$ cat src/rtl/erseq_pkg.sv
// shared types and constants for the euclidean rhythm sequencer
// item structs for both channels, mode codes, reset onset count
// no dependencies
package erseq_pkg;

	localparam int SIZE_DEF     = 16;
	localparam int RESET_ONSETS = 7;
	localparam int RESET_W      = $clog2(RESET_ONSETS + 1);

	typedef enum logic [1:0] {
		MODE_TICK = 2'd0,
		MODE_INC  = 2'd1,
		MODE_DEC  = 2'd2,
		MODE_SET  = 2'd3
	} mode_t;

	typedef struct packed {
		mode_t       mode;
		logic [4:0]  onset_value;
	} in_item_t;

	typedef struct packed {
		logic        fire;
		logic [4:0]  gap_length;
		logic [4:0]  onset_total;
	} out_item_t;

endpackage

$ cat src/rtl/erseq_slot_gen.sv
// christoffel word slot generator, one slot per step
// a single adder advances the balance term; period restarts on balance zero
// depends on erseq_pkg
module erseq_slot_gen #(
	parameter int SIZE = erseq_pkg::SIZE_DEF
) (
	input  logic clk,
	input  logic arst_n,
	input  logic load,
	input  logic step,
	input  logic [(($clog2(SIZE + 1) > erseq_pkg::RESET_W) ?
		$clog2(SIZE + 1) : erseq_pkg::RESET_W)-1:0] n,
	output logic slot
);

	localparam int CNT_W = ($clog2(SIZE + 1) > erseq_pkg::RESET_W) ?
		$clog2(SIZE + 1) : erseq_pkg::RESET_W;
	localparam int DW = CNT_W + 1;

	logic          start_q;
	logic [DW-1:0] d_q;
	logic [DW-1:0] neg_x;
	logic [DW-1:0] a_op;
	logic [DW-1:0] addend;
	logic [DW-1:0] sum;
	logic          d_pos;
	logic          d_zero;

	assign d_zero = (d_q == '0);
	assign d_pos  = !d_q[DW-1] && !d_zero;
	assign neg_x  = DW'(n) - DW'(SIZE);

	// shared adder: period start gives 2n - size, otherwise d - x or d + n
	assign a_op   = start_q ? DW'(n) : d_q;
	assign addend = (start_q || d_pos) ? neg_x : DW'(n);
	assign sum    = a_op + addend;

	always_comb begin
		if (n == '0) begin
			slot = 1'b0;
		end else if (n >= CNT_W'(SIZE)) begin
			slot = 1'b1;
		end else if (start_q) begin
			slot = 1'b1;
		end else if (!d_zero) begin
			slot = d_pos;
		end else begin
			slot = 1'b0;
		end
	end

	always_ff @(posedge clk or negedge arst_n) begin
		if (!arst_n) begin
			start_q <= 1'b1;
		end else if (load) begin
			start_q <= 1'b1;
		end else if (step) begin
			if (start_q) begin
				start_q <= 1'b0;
			end else if (d_zero) begin
				// trailing zero written, period starts again
				start_q <= 1'b1;
			end
		end
	end

	always_ff @(posedge clk) begin
		if (step && (start_q || !d_zero)) begin
			d_q <= sum;
		end
	end

endmodule

$ cat src/rtl/erseq_gap_ram.sv
// gap table memory, one write port and one registered read port
// an entry holds the gap of an onset slot, zero for a rest
// depends on erseq_pkg for the default size
module erseq_gap_ram #(
	parameter int SIZE = erseq_pkg::SIZE_DEF
) (
	input  logic                          clk,
	input  logic                          we,
	input  logic [$clog2(SIZE)-1:0]       waddr,
	input  logic [$clog2(SIZE + 1)-1:0]   wdata,
	input  logic [$clog2(SIZE)-1:0]       raddr,
	output logic [$clog2(SIZE + 1)-1:0]   rdata
);

	localparam int GW = $clog2(SIZE + 1);

	logic [GW-1:0] mem [SIZE];

	always_ff @(posedge clk) begin
		if (we) begin
			mem[waddr] <= wdata;
		end
	end

	always_ff @(posedge clk) begin
		rdata <= mem[raddr];
	end

endmodule

$ cat src/rtl/euclidean_rhythm_sequencer.sv
// Euclidean rhythm step sequencer over SIZE slots. A tick item goes from acceptance in
// S_IDLE via S_DONE into the output register, which waits while the receiver stalls; an item
// that leaves the onset count unchanged takes the same path. An item that changes the
// onset count rebuilds the gap table: S_LOAD loads the slot generator, S_BUILD walks the
// slots with its single adder and the one write port of the gap memory, S_DONE hands over
// the result. After reset the table for seven onsets is built the same way, so the input
// side is not ready until that build ends; rotation writes are taken at any time.
// Depends on erseq_pkg, erseq_slot_gen and erseq_gap_ram.
module euclidean_rhythm_sequencer #(
	parameter int SIZE = erseq_pkg::SIZE_DEF
) (
	input  logic                 clk,
	input  logic                 arst_n,
	input  logic                 in_valid,
	output logic                 in_ready,
	input  erseq_pkg::in_item_t  in_data,
	output logic                 out_valid,
	input  logic                 out_ready,
	output erseq_pkg::out_item_t out_data,
	input  logic                 cfg_valid,
	output logic                 cfg_ready,
	input  logic [3:0]           cfg_data
);

	localparam int PW    = $clog2(SIZE);
	localparam int GW    = $clog2(SIZE + 1);
	localparam int CNT_W = (GW > erseq_pkg::RESET_W) ? GW : erseq_pkg::RESET_W;
	localparam int NW    = (CNT_W > 5) ? CNT_W : 5;

	typedef enum logic [3:0] {
		S_IDLE  = 4'b0001,
		S_LOAD  = 4'b0010,
		S_BUILD = 4'b0100,
		S_DONE  = 4'b1000
	} state_t;

	state_t               state_q;
	logic [CNT_W-1:0]     cnt_q;
	logic [PW-1:0]        pos_q;
	logic [PW-1:0]        rot_q;
	logic [PW-1:0]        point_q;
	logic                 tick_q;
	logic                 pend_q;
	logic [CNT_W-1:0]     j_q;
	logic [PW-1:0]        last_q;
	logic                 last_vld_q;
	logic                 out_valid_q;
	erseq_pkg::out_item_t out_q;

	logic                 accept;
	logic                 is_tick;
	logic [PW-1:0]        rot_red;
	logic [PW:0]          diff;
	logic [PW-1:0]        point;
	logic [NW-1:0]        cnt_w;
	logic [NW-1:0]        nn;
	logic [NW-1:0]        nn_sat;
	logic [CNT_W-1:0]     new_cnt;
	logic                 slot;
	logic                 walk_end;
	logic                 gen_load;
	logic                 gen_step;
	logic                 ram_we;
	logic [PW-1:0]        ram_waddr;
	logic [GW-1:0]        ram_wdata;
	logic [PW-1:0]        ram_raddr;
	logic [GW-1:0]        ram_rdata;
	logic                 out_load;

	assign in_ready  = (state_q == S_IDLE);
	assign accept    = in_valid && in_ready;
	assign is_tick   = (in_data.mode == erseq_pkg::MODE_TICK);
	assign cfg_ready = 1'b1;

	// rotation modulo size, a sixteen entry table
	always_comb begin
		rot_red = '0;
		for (int k = 0; k < 16; k++) begin
			if (cfg_data == 4'(k)) begin
				rot_red = PW'(k % SIZE);
			end
		end
	end

	// slot read by a tick: position minus rotation, wrapped
	always_comb begin
		diff = {1'b0, pos_q} - {1'b0, rot_q};
		if (diff[PW]) begin
			point = PW'(diff + (PW + 1)'(SIZE));
		end else begin
			point = diff[PW-1:0];
		end
	end

	// next onset count, saturated to size
	always_comb begin
		cnt_w = NW'(cnt_q);
		case (in_data.mode)
			erseq_pkg::MODE_INC: nn = (cnt_w < NW'(SIZE)) ? cnt_w + 1'b1 : cnt_w;
			erseq_pkg::MODE_DEC: nn = (cnt_w != '0) ? cnt_w - 1'b1 : cnt_w;
			erseq_pkg::MODE_SET: nn = NW'(in_data.onset_value);
			default:             nn = cnt_w;
		endcase
		nn_sat  = (nn > NW'(SIZE)) ? NW'(SIZE) : nn;
		new_cnt = CNT_W'(nn_sat);
	end

	// table walk: a rest writes zero at its own slot, an onset closes the gap
	// of the previous onset, the final step closes the last gap at pattern end
	assign walk_end  = (j_q == CNT_W'(SIZE));
	assign gen_load  = (state_q == S_LOAD);
	assign gen_step  = (state_q == S_BUILD) && !walk_end;
	assign ram_we    = (state_q == S_BUILD) && ((walk_end || slot) ? last_vld_q : 1'b1);
	assign ram_waddr = (walk_end || slot) ? last_q : j_q[PW-1:0];
	assign ram_wdata = (walk_end || slot) ? GW'(j_q - CNT_W'(last_q)) : '0;
	assign ram_raddr = (state_q == S_IDLE) ? point : point_q;

	erseq_slot_gen #(
		.SIZE (SIZE)
	) u_gen (
		.clk    (clk),
		.arst_n (arst_n),
		.load   (gen_load),
		.step   (gen_step),
		.n      (cnt_q),
		.slot   (slot)
	);

	erseq_gap_ram #(
		.SIZE (SIZE)
	) u_ram (
		.clk   (clk),
		.we    (ram_we),
		.waddr (ram_waddr),
		.wdata (ram_wdata),
		.raddr (ram_raddr),
		.rdata (ram_rdata)
	);

	assign out_load = (state_q == S_DONE) && (!out_valid_q || out_ready);

	always_ff @(posedge clk or negedge arst_n) begin
		if (!arst_n) begin
			state_q    <= S_LOAD;
			cnt_q      <= CNT_W'(erseq_pkg::RESET_ONSETS);
			pos_q      <= '0;
			rot_q      <= '0;
			tick_q     <= 1'b0;
			pend_q     <= 1'b0;
			j_q        <= '0;
			last_vld_q <= 1'b0;
		end else begin
			if (cfg_valid && cfg_ready) begin
				rot_q <= rot_red;
			end
			case (state_q)
				S_IDLE: begin
					if (accept) begin
						tick_q <= is_tick;
						pend_q <= 1'b1;
						if (is_tick) begin
							pos_q   <= (pos_q == PW'(SIZE - 1)) ? '0 : pos_q + 1'b1;
							state_q <= S_DONE;
						end else if (new_cnt != cnt_q) begin
							cnt_q   <= new_cnt;
							state_q <= S_LOAD;
						end else begin
							state_q <= S_DONE;
						end
					end
				end
				S_LOAD: begin
					j_q        <= '0;
					last_vld_q <= 1'b0;
					state_q    <= S_BUILD;
				end
				S_BUILD: begin
					if (walk_end) begin
						state_q <= pend_q ? S_DONE : S_IDLE;
					end else begin
						if (slot) begin
							last_vld_q <= 1'b1;
						end
						j_q <= j_q + 1'b1;
					end
				end
				S_DONE: begin
					if (out_load) begin
						pend_q  <= 1'b0;
						state_q <= S_IDLE;
					end
				end
				default: begin
					state_q <= S_IDLE;
				end
			endcase
		end
	end

	always_ff @(posedge clk) begin
		if (accept) begin
			point_q <= point;
		end
		if (gen_step && slot) begin
			last_q <= j_q[PW-1:0];
		end
	end

	always_ff @(posedge clk or negedge arst_n) begin
		if (!arst_n) begin
			out_valid_q <= 1'b0;
		end else if (out_load) begin
			out_valid_q <= 1'b1;
		end else if (out_ready) begin
			out_valid_q <= 1'b0;
		end
	end

	always_ff @(posedge clk) begin
		if (out_load) begin
			out_q.fire        <= tick_q && (ram_rdata != '0);
			out_q.gap_length  <= tick_q ? 5'(ram_rdata) : 5'd0;
			out_q.onset_total <= 5'(cnt_q);
		end
	end

	assign out_valid = out_valid_q;
	assign out_data  = out_q;

endmodule

$ cat config.mk
export PLATFORM = sky130hd
export DESIGN_NAME = euclidean_rhythm_sequencer
export DESIGN_NICKNAME = d
export VERILOG_FILES = /design/src/rtl/erseq_pkg.sv /design/src/rtl/erseq_slot_gen.sv /design/src/rtl/erseq_gap_ram.sv /design/src/rtl/euclidean_rhythm_sequencer.sv
export SDC_FILE = /design/constraint.sdc
export NUM_CORES = 1
export LEC_CHECK = 0
export ABC_AREA = 1
export BUFFER_PORTS_ARGS = -buffer_cell sky130_fd_sc_hd__buf_2
export CAP_MARGIN = 20
export CORE_MARGIN = 2
export CORE_UTILIZATION = 65
export DETAILED_ROUTE_END_ITERATION = 16
export PLACE_DENSITY_LB_ADDON = 0.15
export SYNTH_ARGS = -nofsm -noshare
export SYNTH_HDL_FRONTEND = slang
export SYNTH_SLANG_ARGS = --single-unit
$ cat constraint.sdc
create_clock -name clk -period 4.4 [get_ports clk]
set_input_delay 0.88 -clock clk [delete_from_list [all_inputs] [get_ports clk]]
set_output_delay 0.88 -clock clk [all_outputs]
set_load 0.02 [all_outputs]
Yosys cells after proc, flatten, opt, wreduce, memory -nomap -nowiden --
Memory sizes are Yosys's and may differ from the RTL's. A register that Yosys moved wholly into a read port is not among the register bits. Cells that the tools add are included. Widths: inputs -> output; s select.
Word-level totals: bits in registers 52, memory bits (writable) 80, input bits 16, logic and storage cells 146, memories kept 1
Operators by class: $add $sub $neg 9, order comparisons 3, equality and inequality tests 30, muxes and demuxes 54, bitwise logic cells 1, reductions and logical operators 32
Memory list:
- u_ram.mem | words 16, width 5, read ports 1, clocked after memory_dff 1, write ports 1, RTL line erseq_gap_ram.sv:17 | logic [GW-1:0] mem [SIZE];
Operators by type and width (count):
- $mux 4 | 21
- $eq 4x4->1 const B | 10
- $mux 5 | 5
- $eq 4x3->1 const B | 5
- $mux 1 | 18
- $pmux 4 s4 | 1
- $pmux 5 s3 | 1
- $eq 4x2->1 const B | 3
- $mux 6 | 2
- $reduce_and 3->1 | 4
- $add 5x1->5 const B | 2
- $pmux 5 s2 | 1
- $reduce_bool 5->1 | 2
- $add 4x1->4 const B | 2
- $eq 4x1->1 const B | 2
- $logic_and 1x1->1 | 8
- $ne 2x2->1 const B | 4
- $reduce_bool 2->1 | 4
- $add 6x6->6 | 1
- $logic_not 6->1 | 1
- $sub 5x5->6 const B | 1
- $eq 5x5->1 const B | 1
- $ge 5x5->1 const B | 1
- $gt 5x5->1 const B | 1
- 18 further kinds | 28

Longest topological paths before layout --
Gate-level depths: netlist of the first run.
word-level depth 16, depth in mapped cells 18, mapped depth without buffers 17

Cells and area by module --
A second synthesis of the first run with hierarchy kept.
Unflattened totals: cell total of the unflattened synthesis 763, area total of the unflattened synthesis 6989.2 um^2
Modules (own cells, without submodules):
- erseq_gap_ram | times used 1, cells an instance 355, area each 3681.0 um^2
- euclidean_rhythm_sequencer | times used 1, cells an instance 324, area each 2685.1 um^2
- erseq_slot_gen | times used 1, cells an instance 84, area each 623.1 um^2

Worst setup path before layout of the first run --
OpenSTA, ideal clock, no wires.
path type reg-to-reg, from reg cnt_q[0], to mem u_ram.mem[0][0] (netlist name) (enable), library setup time 0.340 ns, data arrival time 2.050 ns, data required time 4.060 ns, slack 2.010 ns, cell stages (with the launch flop) 11, buffers on the path 1, period minus slack after synthesis 2.390 ns, cell sequence dfstp_2 > bufinv_8 > ha_1 > nand3_2 > o21ai_2 > nand2_2 > buf_4 > nand2_1 > o21ai_1 > nand3_1 > nor2_1
On the way: cells in the longest elaborated chain, start to end 8, elaborated cells between the ends (all ways) 10, classes of those cells order compare (1); mux (6); reduce/logical (3)
Ends and longest elaborated chain:
- start, declared | RTL line euclidean_rhythm_sequencer.sv:38 | logic [CNT_W-1:0] cnt_q;
- start signal, assigned | RTL line euclidean_rhythm_sequencer.sv:145 | cnt_q <= CNT_W'(erseq_pkg::RESET_ONSETS);
- start signal, assigned | RTL line euclidean_rhythm_sequencer.sv:165 | cnt_q <= new_cnt;
- $ge 5x5->1 | RTL line erseq_slot_gen.sv:41 | end else if (n >= CNT_W'(SIZE)) begin
- $mux 1 | RTL line erseq_slot_gen.sv:41
- $mux 1 (*) | RTL line erseq_slot_gen.sv:39 | if (n == '0) begin
- $logic_or 1x1->1 (*) | RTL line euclidean_rhythm_sequencer.sv:113, euclidean_rhythm_sequencer.sv:114
- $mux 1 | RTL line euclidean_rhythm_sequencer.sv:113 | assign ram_we = (state_q == S_BUILD) && ((walk_end || slot) ? last_vld_q : 1'b1);
- $logic_and 1x1->1 | RTL line euclidean_rhythm_sequencer.sv:113
- $mux 1 | RTL line erseq_gap_ram.sv:20 | if (we) begin
- $mux 1 (not written as such) | RTL line erseq_gap_ram.sv:21 | mem[waddr] <= wdata;
- end, declared | RTL line erseq_gap_ram.sv:17
Mark *: on every way between the ends. The rest lies on a longest branch, timed or not.

Worst setup path in the final report of the first run --
from reg cnt_q[1], to mem u_ram.mem[6][1] (netlist name) (enable)
Same word-level chain as after synthesis.

==> results.tsv, run 1 <==
metric	value	unit
status	completed	
yosysUniqueCellTypes	44	
rsz0062_at_grt	no	
area_growth	12.92	%
fin_util	0.7587	
min_period	3153	ps
hold_class	in -> async	
clockBufferDepth	2	
num_rows	36	
insertedDiodeCount	0	
synthCells	630	
p_seq_frac	0.336	
switchingPower	2.399	mW
postCtsSetupBuffers	0	
clkPwrFrac	0.257	
period_share	0.7165	
p_per_area	802.6	mW/mm2
io_pins	30	
dp_cells	773	
portBuffers	28	
ys.flop_type	edfxtp_1	
grt_pass1_wl	23540	um
cp-start-kind	flip-flop	
maxCapViolations	0	
routedWlPerCell	17.80	um
critPathMaxStageDelay	500	ps
drt_wl_total	14350	um
power_leakage	3.027	nW
place_congestion	0.8624	
finalClockSkew	7.503	ps
critical_path_class	reg -> reg	
die_width	104.5	um
via_per_inst	5.903	
htreeDepth	4	
grt_max_degree	42	
cts.repair.resized	0	
path_cells	inv_1, ha_1, nand3_2, o21ai_2, nand2_2, o21ai_0, nand3_1, nor2_1	
netlist_area	0.006568	mm2
yosysWarnings	0	
combPwrFrac	0.407	
slew-limit-headroom	0.4518	
layout-drive-gt1-share	0.1545	
core-area	0.009774	mm2
crit_fanout	14	
hold_viol	0	
synth_seq_area_share	0.5992	
drc	0	
ant_nets	0	
grt_pass1_vias	4803	
slowest_stage	nor2_1	
clk_latency	530	ps
finalSetupTns	0	ps
synthArstFlopShare	0.1971	
synth_top_area_cell	edfxtp_1	
via_count	4758	
setup_viol	0	
p_sw_frac	0.4031	
grt_use_total	0.2830	
p_int	3.553	mW
start_util	0.6719	
final_cell_count_no_fill	806	
peakVddDrop	0.4790	mV
synth_edf_count	105	
antenna_found_initial	0	
clock-sinks	137	
finalNetCount	697	
cp.arrival	3320	ps
dieHeight	104.5	um
setup_ws	1247	ps
firstDrtPassIters	6	
grt-ovfl-total	0	
synth_top_area_share	0.4801	
postCtsHoldBufs	0	
synthTopCellsByCount	edfxtp_1, nand2_1, nor2_1	
finalMaxSlewViolations	0	
worst_ep_required_time	4570	ps
synth_most_common_cell	edfxtp_1	
crit_path_end_kind	flip-flop	
syn_nets	667	
syn_avg_cell_area	10.42	um2
worstMarginPinSlew	813.8	ps
dieArea	0.01092	mm2
pre_cts_ws	1300	ps
cts_root_buf	clkbuf_8	
clkTransAtPathRegs	60	ps
cts_inserted_buffers	17	
synth_area_leaders	edfxtp_1, dfrtp_1, nand2_1	
hpwlAfterDp	9812	um
drt_iter0_markers	466	
cts_tree	done	
clock.fmax	0.3172	GHz
ys_ff_latch	137	
## critical path, delay by kind of cell, from the launching register on
kind,cells,cell delay [ps]
compound gates,2,530
fa+ha+maj,1,350
buf+inv,1,280
flops,1,400
simple gates,4,1220
## layout by cell type, fill, tap and decap left out, types with 11 or more instances in the layout
| cell type | count |
|---|---|
| buf_2 | 28 |
| clkbuf_16 | 16 |
| dfrtp_1 | 22 |
| edfxtp_1 | 105 |
| ha_1 | 18 |
| inv_1 | 70 |
| nand2_1 | 97 |
| nand3_1 | 30 |
| nor2_1 | 80 |
| o21ai_0 | 58 |
| o221ai_1 | 11 |
| o22ai_1 | 12 |
## cell type report
cell class,count,area (um2)
Tap cell,133,166.4
Inverter,80,316.6
Timing Repair Buffer,29,147.6
Clock buffer,20,445.4
Sequential cell,137,3935
Multi-Input combinational cell,395,2208
Fill cell,673,2359
Clock inverter,12,196.4
## sequential cells by signal, indices dropped and copies added (netlist names), 5 cells and up
name / count
cnt_q: 5
j_q: 5
out_data: 11
u_gen.d_q: 6
u_ram.mem: 80
u_ram.rdata: 5
## layer usage
metal | share of wire | global-route usage | up-vias | routed length [um]
li1 | - | - | 2229 | -
met1 | 0.40 | 0.3616 | 2271 | 5716
met2 | 0.50 | 0.4645 | 221 | 7128
met3 | 0.073 | 0.06454 | 37 | 1053
met4 | 0.031 | 0.1255 | 0 | 446
met5 | 0 | 0 | - | 0
## cell families after synthesis
kind of cell / synth area share
flip-flops: 0.5992
adder cells (fa/ha/maj): 0.04344
AO/OA/AOI/OAI: 0.1090
AND/OR/NAND/NOR: 0.1625
buffers and inverters: 0.06458
multiplexers: 0.003429
other: 0.0005710
XOR/XNOR: 0.01734
## per-stage QoR
stage	power [mW]	cell area, um2	hold slack [ps]
2_1_floorplan	3.830	6568	454.3
3_3_place_gp	4.290	6766	511.9
3_5_place_dp	4.381	6766	527.3
4_1_cts	5.919	7408	371.7
5_1_grt	6.342	7416	401.7
6_report	5.952	7416	369.9
## final timing paths
check                          from         endpoint  slack, ps  depth (start not counted)
min in group clk           rot_q[2]         rot_q[2]        540                          2
setup / recovery           cnt_q[1]  u_ram.mem[6][1]       1250                          8
setup reg to reg           cnt_q[1]  u_ram.mem[6][1]       1250                          8
max in group asynchronous    arst_n           j_q[4]       3620                          1
hold reg to reg            rot_q[2]         rot_q[2]        540                          2
hold / removal               arst_n         pos_q[1]        370                          1
## power groups by stage
stage / logic [mW] / registers [mW] / clock network, mW
2_1_floorplan: 1.87 / 1.96 / 0
6_report: 2.42 / 2.00 / 1.53
4_1_cts: 2.39 / 2.00 / 1.53
5_1_grt: 2.72 / 2.03 / 1.59
3_5_place_dp: 2.35 / 2.03 / 0
3_3_place_gp: 2.27 / 2.02 / 0
No activity file was read; power rests on OpenSTA's default activity.
==> run 2, diff against run 1 <==
--- a/config.mk
+++ b/config.mk
@@ -9,7 +9,7 @@
 export BUFFER_PORTS_ARGS = -buffer_cell sky130_fd_sc_hd__buf_2
 export CAP_MARGIN = 20
 export CORE_MARGIN = 2
-export CORE_UTILIZATION = 65
+export CORE_UTILIZATION = 55
 export DETAILED_ROUTE_END_ITERATION = 16
 export PLACE_DENSITY_LB_ADDON = 0.15
 export SYNTH_ARGS = -nofsm -noshare
==> constraint.sdc (replaced) <==
create_clock -name clk -period 2.6 [get_ports clk]
set_input_delay 0.52 -clock clk [delete_from_list [all_inputs] [get_ports clk]]
set_output_delay 0.52 -clock clk [all_outputs]
set_load 0.02 [all_outputs]
==> results.tsv, run 2 (synthesis results as in run 1) <==
metric	value	unit	change
layout-drive-gt1-share	0.2051		+0.05056
critical_path_class	reg -> reg		
timing.rr.end	u_ram.rdata[3]		
clock.fmax	0.4049	GHz	+28%
peakVddDrop	0.7808	mV	+63%
num_rows	39		+8.3%
fin_area	0.007679	mm2	+3.5%
crit_fanout	10		-4
dieArea	0.01283	mm2	+17%
cts_inserted_buffers	17		unchanged
cp-start-kind	flip-flop		
grt-ovfl-total	0		unchanged
status	completed		
place_congestion	0.9179		+6.4%
clock-sinks	137		unchanged
clkTransAtPathRegs	50	ps	about the same
drt_iter0_markers	492		+5.6%
drt_wl_total	14290	um	-0.36%
die_width	113.3	um	+8.4%
power_leakage	3.179	nW	+5.0%
finalMaxSlewViolations	0		unchanged
cts_root_buf	clkbuf_16		
grt_pass1_vias	4655		-3.1%
drc	0		unchanged
finalNetCount	731		+4.9%
grt_pass1_wl	22980	um	-2.4%
start_util	0.5703		-0.1016
finalClockSkew	7.509	ps	+0.006360 ps
area_growth	16.92	%	
via_per_inst	5.626		-4.7%
dieHeight	113.3	um	+8.4%
worst_ep_required_time	2950	ps	-1620 ps
clockBufferDepth	2		unchanged
min_period	2470	ps	-682.9 ps
finalSetupTns	0	ps	unchanged
crit_path_end_kind	flip-flop		
post_dp_cell_area	0.007012	mm2	+3.6%
grt_max_degree	31		-26%
grt_use_total	0.2341		-0.04893
layout_commonest_cell	edfxtp_1		
hold_viol	0		unchanged
layout_common_cells	edfxtp_1, nand2_1, nor2_1		
regMostFlops	u_ram.mem		
insertedDiodeCount	0		unchanged
firstDrtPassIters	5		-1
routedWlPerCell	16.82	um	-5.5%
ant_nets	0		unchanged
io_pins	30		unchanged
worstMarginPinSlew	923.1	ps	+109.4 ps
via_count	4782		+0.50%
maxCapViolations	0		unchanged
core-area	0.01152	mm2	+18%
ff2ff_path_depth	12		+4
clk_latency	420	ps	-110 ps
startpoint	pos_q[0]		
largest_register_ffs	80		unchanged
slew-limit-headroom	0.3781		-0.07368
period_share	0.9500		+0.2334
cp.arrival	2820	ps	-500 ps
antenna_found_initial	0		unchanged
cts_tree	done		
hold_class	in -> async		
rrSetupSlack	130	ps	-1120 ps
hpwlAfterDp	9815	um	about the same
postCtsHoldBufs	0		unchanged
htreeDepth	4		unchanged
setup_viol	0		unchanged
r2r_start	pos_q[0]		
portBuffers	28		unchanged
p_per_area	1369	mW/mm2	+71%
rsz0062_at_grt	no		
==> run 2: cell types whose count changed in the layout (fill, tap and decap cells not counted), sizes merged <==
cell | before | now
bufinv | 6 | 3
clkbuf | 20 | 19
inv | 77 | 76
clkinvlp | 5 | 4
buf | 29 | 62
clkinv | 4 | 11
==> run 2: metrics by stage <==
stage | power [mW] | setup WS [ps] | hold slack, ps | utilization | instances
after floorplan | 6.482 | 210.0 | 224.4 | - | 630
after global placement | 7.767 | 140.8 | 494.3 | 0.6089 | 814
after detailed placement | 7.931 | 4.506 | 494.6 | 0.6089 | 814
after CTS | 10.22 | 23.54 | 138.0 | 0.6580 | 846
after global routing | 11.19 | 9.126 | 167.6 | 0.6668 | 850
final | 10.51 | 130.1 | 120.4 | 0.6668 | 850
==> run 2: final cells by class <==
| cell class | count | area [um2] |
|---|---|---|
| Tap cell | 143 | 178.9 |
| Timing Repair inverter | 1 | 5.005 |
| Sequential cell | 137 | 3935 |
| Clock buffer | 19 | 432.9 |
| Clock inverter | 13 | 130.1 |
| Multi-Input combinational cell | 395 | 2247 |
| Timing Repair Buffer | 62 | 424.2 |
| Inverter | 80 | 325.3 |
| Fill cell | 879 | 3837 |
==> run 2: how the worst max path moves through the flow <==
stage	to	slack, ps	cells past startpoint
2_1_floorplan	u_ram.mem[0][0]	210	10
3_3_place_gp	u_ram.mem[13][1]	140	9
3_5_place_dp	u_ram.mem[6][0]	5	9
4_1_cts	u_ram.mem[13][4]	20	9
5_1_grt	cnt_q[3]	9	18
6_report	u_ram.rdata[3]	130	12
==> run 2: worst max-delay path: stages (launching register included) <==
cell      delay [ps]
dfrtp_1          400
inv_2             90
ha_1             140
inv_1             60
fa_1             500
inv_1             70
o21ai_4          240
buf_12           150
buf_4            170
o21ai_0          100
o221ai_1         190
o211ai_1         180
nand2_1          110
==> run 2: power by group <==
part | total (mW) | internal [mW] | switching (mW) | leakage (nW)
clock network | 2.28 | 1.40 | 0.886 | 0.265
registers | 3.30 | 3.08 | 0.226 | 1.33
logic | 4.92 | 1.64 | 3.28 | 1.58
==> run 2: layer usage <==
layer | share of wire | routed length (um) | GRT usage
met3 | 0.065 | 925 | 0.05142
met2 | 0.46 | 6606 | 0.3585
met5 | 0 | 0 | 0
met1 | 0.45 | 6480 | 0.3269
met4 | 0.020 | 282 | 0.09837
==> run 2: timing repair <==
item,in CTS,in global routing
endpoints found under the setup margin,5,79
gates resized for setup,1,20
cloned,0,2
setup buffers,0,2
pin swaps,0,4
==> run 3, diff against run 2 <==
--- a/config.mk
+++ b/config.mk
@@ -8,6 +8,7 @@
 export ABC_AREA = 1
 export BUFFER_PORTS_ARGS = -buffer_cell sky130_fd_sc_hd__buf_2
 export CAP_MARGIN = 20
+export CORE_ASPECT_RATIO = 0.7
 export CORE_MARGIN = 2
 export CORE_UTILIZATION = 55
 export DETAILED_ROUTE_END_ITERATION = 16
==> results.tsv, run 3 (synthesis results as in run 1) <==
metric	value	unit	change
status	completed		
drc	0		unchanged
path_cells	bufinv_8, ha_1, nand3_2, o21ai_2, nand2_4, nand2_1, o21ai_2, nand3_2, nor2_1, buf_4		
hpwlAfterDp	10590	um	+7.9%
cp-start-kind	flip-flop		
layout_common_cells	edfxtp_1, nand2_1, nor2_1		
hold_viol	0		unchanged
grt_use_total	0.2527		+0.01865
postCtsSetupBuffers	0		unchanged
postCtsHoldBufs	0		unchanged
layout_commonest_cell	edfxtp_1		
finalSetupTns	0	ps	unchanged
die_width	134.6	um	+19%
num_rows	33		-15%
power_leakage	3.203	nW	+0.76%
core-area	0.01169	mm2	+1.5%
clock-sinks	137		unchanged
finalClockSkew	8.945	ps	+1.436 ps
cts_root_buf	clkbuf_16		
crit_family	simple AND/OR/NAND/NOR gates		
cts.repair.resized	0		-1
total_power	10.62	mW	+1.1%
worst_ep_required_time	2730	ps	-220 ps
p_per_area	1366	mW/mm2	-0.19%
insertedDiodeCount	0		unchanged
peakVddDrop	0.8224	mV	+5.3%
finalMaxSlewViolations	0		unchanged
slowest_stage	dfstp_2		
period_share	0.9327		-0.01727
critical_path_class	reg -> reg		
r2r_start	cnt_q[0]		
crit_path_end_kind	flip-flop		
cp.arrival	2550	ps	-270 ps
regMostFlops	u_ram.mem		
p_int	6.174	mW	+0.95%
largest_register_ffs	80		unchanged
clockBufferDepth	2		unchanged
via_count	4806		+0.50%
drt_iter0_markers	522		+6.1%
fin_util	0.6656		-0.001179
worstMarginPinSlew	710.7	ps	-212.4 ps
ant_nets	0		unchanged
via_per_inst	5.569		-1.0%
switchingPower	4.450	mW	+1.3%
slew-limit-headroom	0.5212		+0.1431
rrSetupSlack	180	ps	+40 ps
critical_path_buf_inv_count	2		-3
fillCellCount	883		+0.46%
area_growth	18.42	%	
clk_latency	420	ps	about the same
fin_area	0.007777	mm2	+1.3%
p_sw_frac	0.4189		+0.0008175
firstDrtPassIters	5		unchanged
dieArea	0.01285	mm2	+0.11%
grt-ovfl-total	0		unchanged
place_congestion	0.9862		+7.4%
maxCapViolations	0		unchanged
antenna_found_initial	0		unchanged
post_dp_cell_area	0.007114	mm2	+1.5%
layout-drive-gt1-share	0.2139		+0.008789
cts_inserted_buffers	17		unchanged
grt_pass1_wl	24040	um	+4.6%
crit_fanout	14		+4
min_period	2425	ps	-44.91 ps
drt_wl_total	15030	um	+5.2%
portBuffers	28		unchanged
ff2ff_path_depth	10		-2
clkTransAtPathRegs	60	ps	about the same
hold_class	in -> async		
critPathMaxStageDelay	520	ps	+20 ps
grt_max_degree	41		+32%
cts_tree	done		
clock.fmax	0.4124	GHz	+1.9%
setup_viol	0		unchanged
htreeDepth	4		unchanged
finalNetCount	730		-0.14%
grt_pass1_vias	4525		-2.8%
io_pins	30		unchanged
dieHeight	95.43	um	-16%
start_util	0.5621		-0.008244
rsz0062_at_grt	no		
p_seq_frac	0.310		-0.004
combPwrFrac	0.472		+0.004
timing.rr.end	u_ram.mem[8][3]		
clkPwrFrac	0.219		+0.002
routedWlPerCell	17.42	um	+3.6%
==> run 3: changes by cell type in the layout (fill, tap and decap cells not counted), sizes merged <==
cell      delta
clkbuf       -1
clkinv       -2
clkinvlp     -1
inv          +3
==> run 3: per-layer routing <==
| metal | GRT usage | up-vias | share of wire |
|---|---|---|---|
| li1 | - | 2289 | - |
| met1 | 0.3684 | 2266 | 0.45 |
| met2 | 0.3631 | 237 | 0.43 |
| met3 | 0.08028 | 14 | 0.11 |
| met4 | 0.07719 | 0 | 0.012 |
| met5 | 0 | - | 0 |
==> run 3: cell type report <==
class	count	area, um2	share of cell area
clock buffer	18	429.2	0.05518
clock inverter	14	148.9	0.01914
inverter	80	319.1	0.04102
multi-input combinational	395	2291	0.2946
sequential	137	3935	0.5060
tap	157	196.4	0.02526
timing repair buffer	62	457.9	0.05888
==> run 3: how the worst max path moves through the flow <==
| stage | startpoint | endpoint | cells past startpoint |
|---|---|---|---|
| floorplan | cnt_q[0] | u_ram.mem[0][0] | 10 |
| global placement | u_gen.d_q[5] | u_ram.mem[0][3] | 9 |
| detailed placement | u_gen.d_q[1] | u_ram.mem[14][1] | 9 |
| CTS | u_gen.d_q[1] | u_ram.mem[14][4] | 9 |
| global route | pos_q[0] | u_ram.rdata[0] | 11 |
| finish | cnt_q[0] | u_ram.mem[8][3] | 10 |
==> run 3: power by group through the flow <==
stage	sequential [mW]	combinational (mW)	clock, mW
3_5_place_dp	3.32	4.77	0
6_report	3.29	5.01	2.32
5_1_grt	3.32	5.55	2.44
3_3_place_gp	3.31	4.67	0
2_1_floorplan	3.32	3.16	0
4_1_cts	3.29	4.82	2.35
==> run 3: per-stage QoR <==
stage	hold WS (ps)	setup slack (ps)	std cells
after floorplan	224.4	210.0	630
after detailed placement	492.7	62.14	831
after global routing	178.0	6.945	863
after CTS	142.9	20.72	863
final	130.3	175.0	863
after global placement	497.2	129.9	831
